`config.mk`:
```
export PLATFORM = sky130hd
export DESIGN_NAME = dhe_sed_unit
export DESIGN_NICKNAME = d
export VERILOG_FILES = /design/src/sv/dhe_pkg.sv /design/src/sv/dhe_sed_unit.sv
export SDC_FILE = /design/constraint.sdc
export NUM_CORES = 2
export LEC_CHECK = 0
export BUFFER_PORTS_ARGS = -buffer_cell sky130_fd_sc_hd__buf_2
export CAP_MARGIN = 10
export CORE_ASPECT_RATIO = 0.75
export CORE_UTILIZATION = 66
export DETAILED_ROUTE_END_ITERATION = 6
export MAX_ROUTING_LAYER = met4
export PLACE_DENSITY_LB_ADDON = 0.05
export SYNTH_ARGS = -nofsm -noshare
export SYNTH_HDL_FRONTEND = slang
export SYNTH_SLANG_ARGS = --single-unit
```
`constraint.sdc`:
```
create_clock -name clk -period 10.4 [get_ports clk]
set_input_delay 0 -clock clk [delete_from_list [all_inputs] [get_ports clk]]
set_output_delay 0 -clock clk [all_outputs]
set_load 0.02 [all_outputs]
```
`src/sv/dhe_pkg.sv`:
```
// Shared constants, codes and types for the droplet hydraulic erosion unit.
// No dependencies.
package dhe_pkg;

  localparam int GRID_RES   = 127;
  localparam int GRID_W     = GRID_RES + 1;
  localparam int GRID_CELLS = GRID_W * GRID_W;
  localparam int COORD_W    = $clog2(GRID_W);
  localparam int ADDR_W     = $clog2(GRID_CELLS);
  localparam int H_W        = 32;
  localparam int DROP_W     = H_W + 1;
  localparam int CAP_W      = DROP_W + 16 - 8;
  localparam int SED_W      = 40;

  localparam logic [7:0] WATER_STEP_LIMIT = 8'd44;
  localparam logic [CAP_W-1:0] MIN_CAPACITY = CAP_W'(655);
  localparam logic [H_W-1:0] HEIGHT_MAX = 32'h7FFF_FFFF;

  localparam logic [1:0] OP_WRITE = 2'd0;
  localparam logic [1:0] OP_READ  = 2'd1;
  localparam logic [1:0] OP_DROP  = 2'd2;

  localparam logic [2:0] CFG_ENABLE    = 3'd0;
  localparam logic [2:0] CFG_MAX_STEPS = 3'd1;
  localparam logic [2:0] CFG_SED_CAP   = 3'd2;
  localparam logic [2:0] CFG_DEP_RATE  = 3'd3;
  localparam logic [2:0] CFG_ERO_RATE  = 3'd4;

  typedef struct packed {
    logic ld_drop;
    logic ld_cap;
    logic ld_amt;
  } sed_ctl_t;

  // Neighbor offsets in scan order, row by row from the upper left, center left out.
  function automatic logic signed [1:0] nb_dx(input logic [2:0] k);
    case (k)
      3'd0, 3'd3, 3'd5: nb_dx = -2'sd1;
      3'd1, 3'd6:       nb_dx = 2'sd0;
      default:          nb_dx = 2'sd1;
    endcase
  endfunction

  function automatic logic signed [1:0] nb_dy(input logic [2:0] k);
    case (k)
      3'd0, 3'd1, 3'd2: nb_dy = -2'sd1;
      3'd3, 3'd4:       nb_dy = 2'sd0;
      default:          nb_dy = 2'sd1;
    endcase
  endfunction

endpackage

```
`src/sv/dhe_sed_unit.sv`:
```
// Sediment arithmetic for one droplet move: drop, capacity, deposit or erosion amount.
// Depends on dhe_pkg.
module dhe_sed_unit (
  input  logic                          clk,
  input  dhe_pkg::sed_ctl_t             ctl,
  input  logic [dhe_pkg::H_W-1:0]       cur,
  input  logic [dhe_pkg::H_W-1:0]       lo,
  input  logic [dhe_pkg::SED_W-1:0]     sed,
  input  logic [15:0]                   sed_capacity,
  input  logic [15:0]                   deposit_rate,
  input  logic [15:0]                   erode_rate,
  output logic [dhe_pkg::H_W-1:0]       new_height,
  output logic [dhe_pkg::SED_W-1:0]     sed_next
);

  localparam int CW = dhe_pkg::CAP_W;
  localparam int DW = dhe_pkg::DROP_W;

  logic [DW-1:0]      drop;
  logic [CW-1:0]      cap;
  logic [CW-1:0]      amt;
  logic               deposit;
  logic [DW+15:0]     cap_prod;
  logic [CW-1:0]      cap_raw;
  logic               dep_now;
  logic [CW-1:0]      diff;
  logic [CW+15:0]     amt_prod;
  logic [CW-1:0]      er;
  logic signed [CW+1:0] dep_sum;
  logic signed [DW:0] ero_h;

  assign cap_prod = drop * sed_capacity;
  assign cap_raw  = cap_prod[DW+15:8];
  assign dep_now  = {{(CW-dhe_pkg::SED_W){1'b0}}, sed} > cap;
  assign diff     = dep_now ? {{(CW-dhe_pkg::SED_W){1'b0}}, sed} - cap
                            : cap - {{(CW-dhe_pkg::SED_W){1'b0}}, sed};
  assign amt_prod = diff * (dep_now ? deposit_rate : erode_rate);

  always_ff @(posedge clk) begin
    if (ctl.ld_drop) begin
      drop <= {cur[dhe_pkg::H_W-1], cur} - {lo[dhe_pkg::H_W-1], lo};
    end
    if (ctl.ld_cap) begin
      cap <= (cap_raw < dhe_pkg::MIN_CAPACITY) ? dhe_pkg::MIN_CAPACITY : cap_raw;
    end
    if (ctl.ld_amt) begin
      deposit <= dep_now;
      amt     <= amt_prod[CW+15:16];
    end
  end

  // Erosion never takes more than the drop, so the cell stays at or above its neighbor.
  assign er      = (amt > {{(CW-DW){1'b0}}, drop}) ? {{(CW-DW){1'b0}}, drop} : amt;
  assign dep_sum = {{(CW+2-dhe_pkg::H_W){cur[dhe_pkg::H_W-1]}}, cur} + {2'b00, amt};
  assign ero_h   = {{2{cur[dhe_pkg::H_W-1]}}, cur} - {1'b0, er[DW-1:0]};

  always_comb begin
    if (deposit) begin
      sed_next = dhe_pkg::SED_W'(sed - amt[dhe_pkg::SED_W-1:0]);
      if (dep_sum > $signed({{(CW+2-dhe_pkg::H_W){1'b0}}, dhe_pkg::HEIGHT_MAX})) begin
        new_height = dhe_pkg::HEIGHT_MAX;
      end else begin
        new_height = dep_sum[dhe_pkg::H_W-1:0];
      end
    end else begin
      sed_next   = dhe_pkg::SED_W'(sed + er[dhe_pkg::SED_W-1:0]);
      new_height = ero_h[dhe_pkg::H_W-1:0];
    end
  end

endmodule

```
* After elaboration in Yosys (flattened, before gate mapping)
Cells that the tools add are included.
Storage, ports and cells: input bits 156, register bits after elaboration 116, word-level logic and storage cells 23, output and inout bits 72
Cells by class: muxes and demuxes 6, multiply operators 2, add/subtract/negate cells 7, $lt $le $gt $ge 4
Operator list (number):
- $mux W40 | 2
- $mux W32 | 2
- $mul A41 B16 Y57 | 1
- $mul A33 B16 Y49 | 1
- $add A32 B42 Y43 | 1
- $gt A43 B32 Y1 const B | 1
- $gt A40 B41 Y1 | 1
- $gt A41 B33 Y1 | 1
- $lt A41 B10 Y1 const B | 1
- $mux W41 | 1
- $sub A40 B41 Y41 | 1
- $sub A41 B40 Y41 | 1
- $add A40 B40 Y40 | 1
- $sub A40 B40 Y40 | 1
- $sub A32 B32 Y33 | 1
- $sub A32 B32 Y32 | 1
- $mux W16 | 1

* Depth between registers and ports, before layout
depth in word-level cells 4, mapped depth 45, depth with buffers taken out 38

* Worst setup path before layout
No wires, ideal clock.
kind reg2reg, start point reg cap[25], end point reg amt[35], data pin, data required time 10.137 ns, arrival time 8.916 ns, path buffers 7, cell stages (with the launch flop) 40, slack 1.221 ns, library setup time 0.263 ns, clock period less this slack 9.179 ns, cell sequence edfxtp_1 ha_1 buf_2 nand4_1 nor2_1 nand2_1 a2111oi_2 nor4_1 a31o_1 buf_2 buf_6 buf_2 buf_4 a21oi_1 xor2_1 buf_2 nand2_1 fa_1 [4 not listed] inv_1 fa_1 fa_1 inv_1 fa_1 inv_1 ha_1 clkbuf_1 and3_1 nor3b_1 nand3_1 a221oi_1 nand2_1 o211ai_1 o221ai_2 o311ai_0 o211ai_1 xnor2_1
On the way: cells in the longest elaborated chain, start to end 3, elaborated cells between the ends (all ways) 6, those cells by class 2 x add/sub; 1 x mul; 1 x order compare; 2 x mux
Ends and longest elaborated chain:
- from (decl) | line dhe_sed_unit.sv:20 | logic [CW-1:0] cap;
- from (signal assigned) | line dhe_sed_unit.sv:44 | cap <= (cap_raw < dhe_pkg::MIN_CAPACITY) ? dhe_pkg::MIN_CAPACITY : cap_raw;
- $sub A41 B40 Y41 (tied with other cells) | line dhe_sed_unit.sv:36 | : cap - {{(CW-dhe_pkg::SED_W){1'b0}}, sed};
- $mux W41 / $mux W16 (equally long branches) | line dhe_sed_unit.sv:35, dhe_sed_unit.sv:37
- $mul A41 B16 Y57 * | line dhe_sed_unit.sv:37 | assign amt_prod = diff * (dep_now ? deposit_rate : erode_rate);
- named net amt_prod[51] | line dhe_sed_unit.sv:27 | logic [CW+15:0] amt_prod;
- to (signal assigned) | line dhe_sed_unit.sv:48 | amt <= amt_prod[CW+15:16];
- to (decl) | line dhe_sed_unit.sv:21 | logic [CW-1:0] amt;
The timed path passes the listed nets; every way through them passes the cells marked *. A chain may end at the register's enable or synchronous reset.

* Worst setup path in the final report
start point reg cap[15], end point reg amt[35], data pin
The elaborated chain is that of the path after synthesis.

==> metrics <==
Setup crit end kind=flop; Slew Limit Fails=0; Post-Syn Nets=8425; Critical Path Source Type=flop; worst-skew pair later-pin latency=470 ps; dpl hpwl=152000 um; most common library cells after synthesis=inv_1 (1249), nand2_1 (1115), fa_1 (980); violated checks=design-rule violations; cell at the slowest stage of the critical path=xnor2_1; # setup viols final=0; Compound-Gate Fraction of Synth Area=13.12%; cell count after placement=8046; Die H=253.1 um; Yosys top cell area share=35.35%; Achievable Freq=98.39 MHz; Die W=336.8 um; Post-Synth Simple-Gate Area=17.40%; Cells after Synth=6787; remaining global-route overflow=0; sum of negative setup slack=0 ps; share of post-route cells with drive strength above 1=8.522%; DRT iter0 DRCs=6245; vias per cell=6.204; post-route ant nets=0; routed len/inst=22.84 um; worst-path fanout max=9; Period minus WS final=10160 ps; Initial Util=67.05%; H-tree levels=4; worst hold path class=input port to flop; Setup Skew=16.12 ps; R2R cell count=36; Mean Syn Cell Area=8.177 um^2; reg2reg start=cap[15]; CTS buffer count=17; post-synthesis cell area=55500 um^2; TritonRoute pass-1 iters=7; Seq cells post-synth=116; clk root buf=clkbuf_16; die area=85270 um^2; Rel. slew slack=13.20%; status=finished, violations left; slew of the pin with the lowest slew margin=1286 ps; kind of critical path=flop to flop; crit path capture=amt[35]; Max clock buf depth=2; clk sinks=116; site row count=91; post-synthesis cell type count=91; total number of vias=50210; largest family of logic cells by synthesized area=adder cells; area grow syn2layout=7.002%; GPL Wtd Cong=1.113; DP Area=58480 um^2; Synth warnings=0; Yosys top cell by area=fa_1; CTS tree=yes; initial antenna violation count=14; xor/xnor share of the synthesized area=4.347%; Worst EP required=10610 ps; R2R Path End=amt[35]; clock slew at reported path FFs=70 ps; Layout Cells excl Fill=8093; Worst Hold Depth=5; largest net degree at the start of global routing=68; most common cell in the netlist=inv_1; vias in the first global route=49440; sequential share of the synthesized area=6.276%; crit-path max cell delay=660 ps; Period Utilization, post-route=97.73%; worst setup path startpoint=cap[15]; final instance area=59390 um^2; Hold Fails Final Rpt=0; Top cell by count, worst path=fa_1; drt drc=2; max_cap viols=0; largest cells by area after synthesis=fa_1 (35%), ha_1 (11%), inv_1 (8.4%); Async S/R FF share, synth=0%; mux contribution to synthesized area=1.414%; GRT Util Overall=45.56%; final wirelength=184800 um; area share of fa/ha/maj cells after synthesis=46.67%; PortBufs=227; EDFF count, synth=116; first-pass GRT wire length=285100 um; CP arrival=10380 ps; reg2reg setup slack=240 ps; Ports=228; Core ar.=82780 um^2; Top FF cell, synth=edfxtp_1; nets@finish=8595
[metrics by stage]
step	util [%]	hold WS, ps	setup WS (ps)
detailed placement	70.65	412.1	-153.7
floorplan	-	112.5	1221
CTS	71.40	19.00	57.39
global placement	70.65	397.6	55.83
global route	71.74	74.77	-62.69
finish	71.74	26.31	236.3
[per-layer routing]
metal  global-route usage [%]  wire, um  vias to the layer above
met3                    15.06     28320                      518
met1                    63.39     74070                    24340
met5                        -         0                        -
li1                         -         -                    21950
met4                    13.45      6118                        0
met2                    62.99     76340                     3404
[kinds of logic (layout without fill, tap and decap cells)]
kind of cell	count (synthesis)	count (layout)
compound gates	1140	1141
mux	76	76
simple gates	2144	2144
buf+inv	1557	1739
xor+xnor	272	272
other cells	0	7
flops	116	116
fa+ha+maj	1482	1482
[critical path, delay by kind of cell (launching register included)]
kind	cells	cell delay, ps
buf+inv	8	820
xor+xnor	2	800
fa+ha+maj	8	3850
compound gates	8	2060
mux	1	260
simple gates	9	1700
flops	1	400
[cell usage in the layout, fill, tap and decap left out, types with 116 or more instances in the layout]
cell type,Yosys,routed
a21oi_1,398,393
buf_2,65,227
buf_4,10,221
and2_1,216,216
xnor2_1,161,157
nor2_1,369,366
a21o_1,153,153
inv_1,1249,1249
ha_1,502,490
o21ai_0,196,193
edfxtp_1,116,116
fa_1,980,980
nand2_1,1115,1113
[worst min-delay path by stage]
stage            from       to
2_1_floorplan  ctl[0]   amt[0]
3_3_place_gp    lo[0]  drop[0]
3_5_place_dp    lo[0]  drop[0]
4_1_cts         lo[6]  drop[6]
5_1_grt         lo[6]  drop[6]
6_report        lo[6]  drop[6]
[sequential cells by signal, summed over array words and instances, names as in the netlist]
signal and count:
amt 41, cap 41, deposit 1, drop 33
[cell type report]
| type | count | area, um^2 |
|---|---|---|
| Antenna cell | 7 | 17.52 |
| Sequential cell | 116 | 3483 |
| Multi-Input combinational cell | 5115 | 46290 |
| Clock inverter | 14 | 151.4 |
| Fill cell | 6603 | 23390 |
| Timing Repair Buffer | 456 | 2927 |
| Inverter | 1251 | 4696 |
| Tap cell | 1116 | 1396 |
| Clock buffer | 18 | 429.2 |
[timing repair]
action,CTS,global route
setup buffers,1,4
hold buffers,2,0
endpoints found under the hold margin,2,0
gates cloned,0,1
setup endpoints to repair,4,33
pin swaps,1,4
resized for setup,3,50
Power is not shown: default switching activity piles up to over one toggle a cycle in this logic, so the estimate is an artifact.
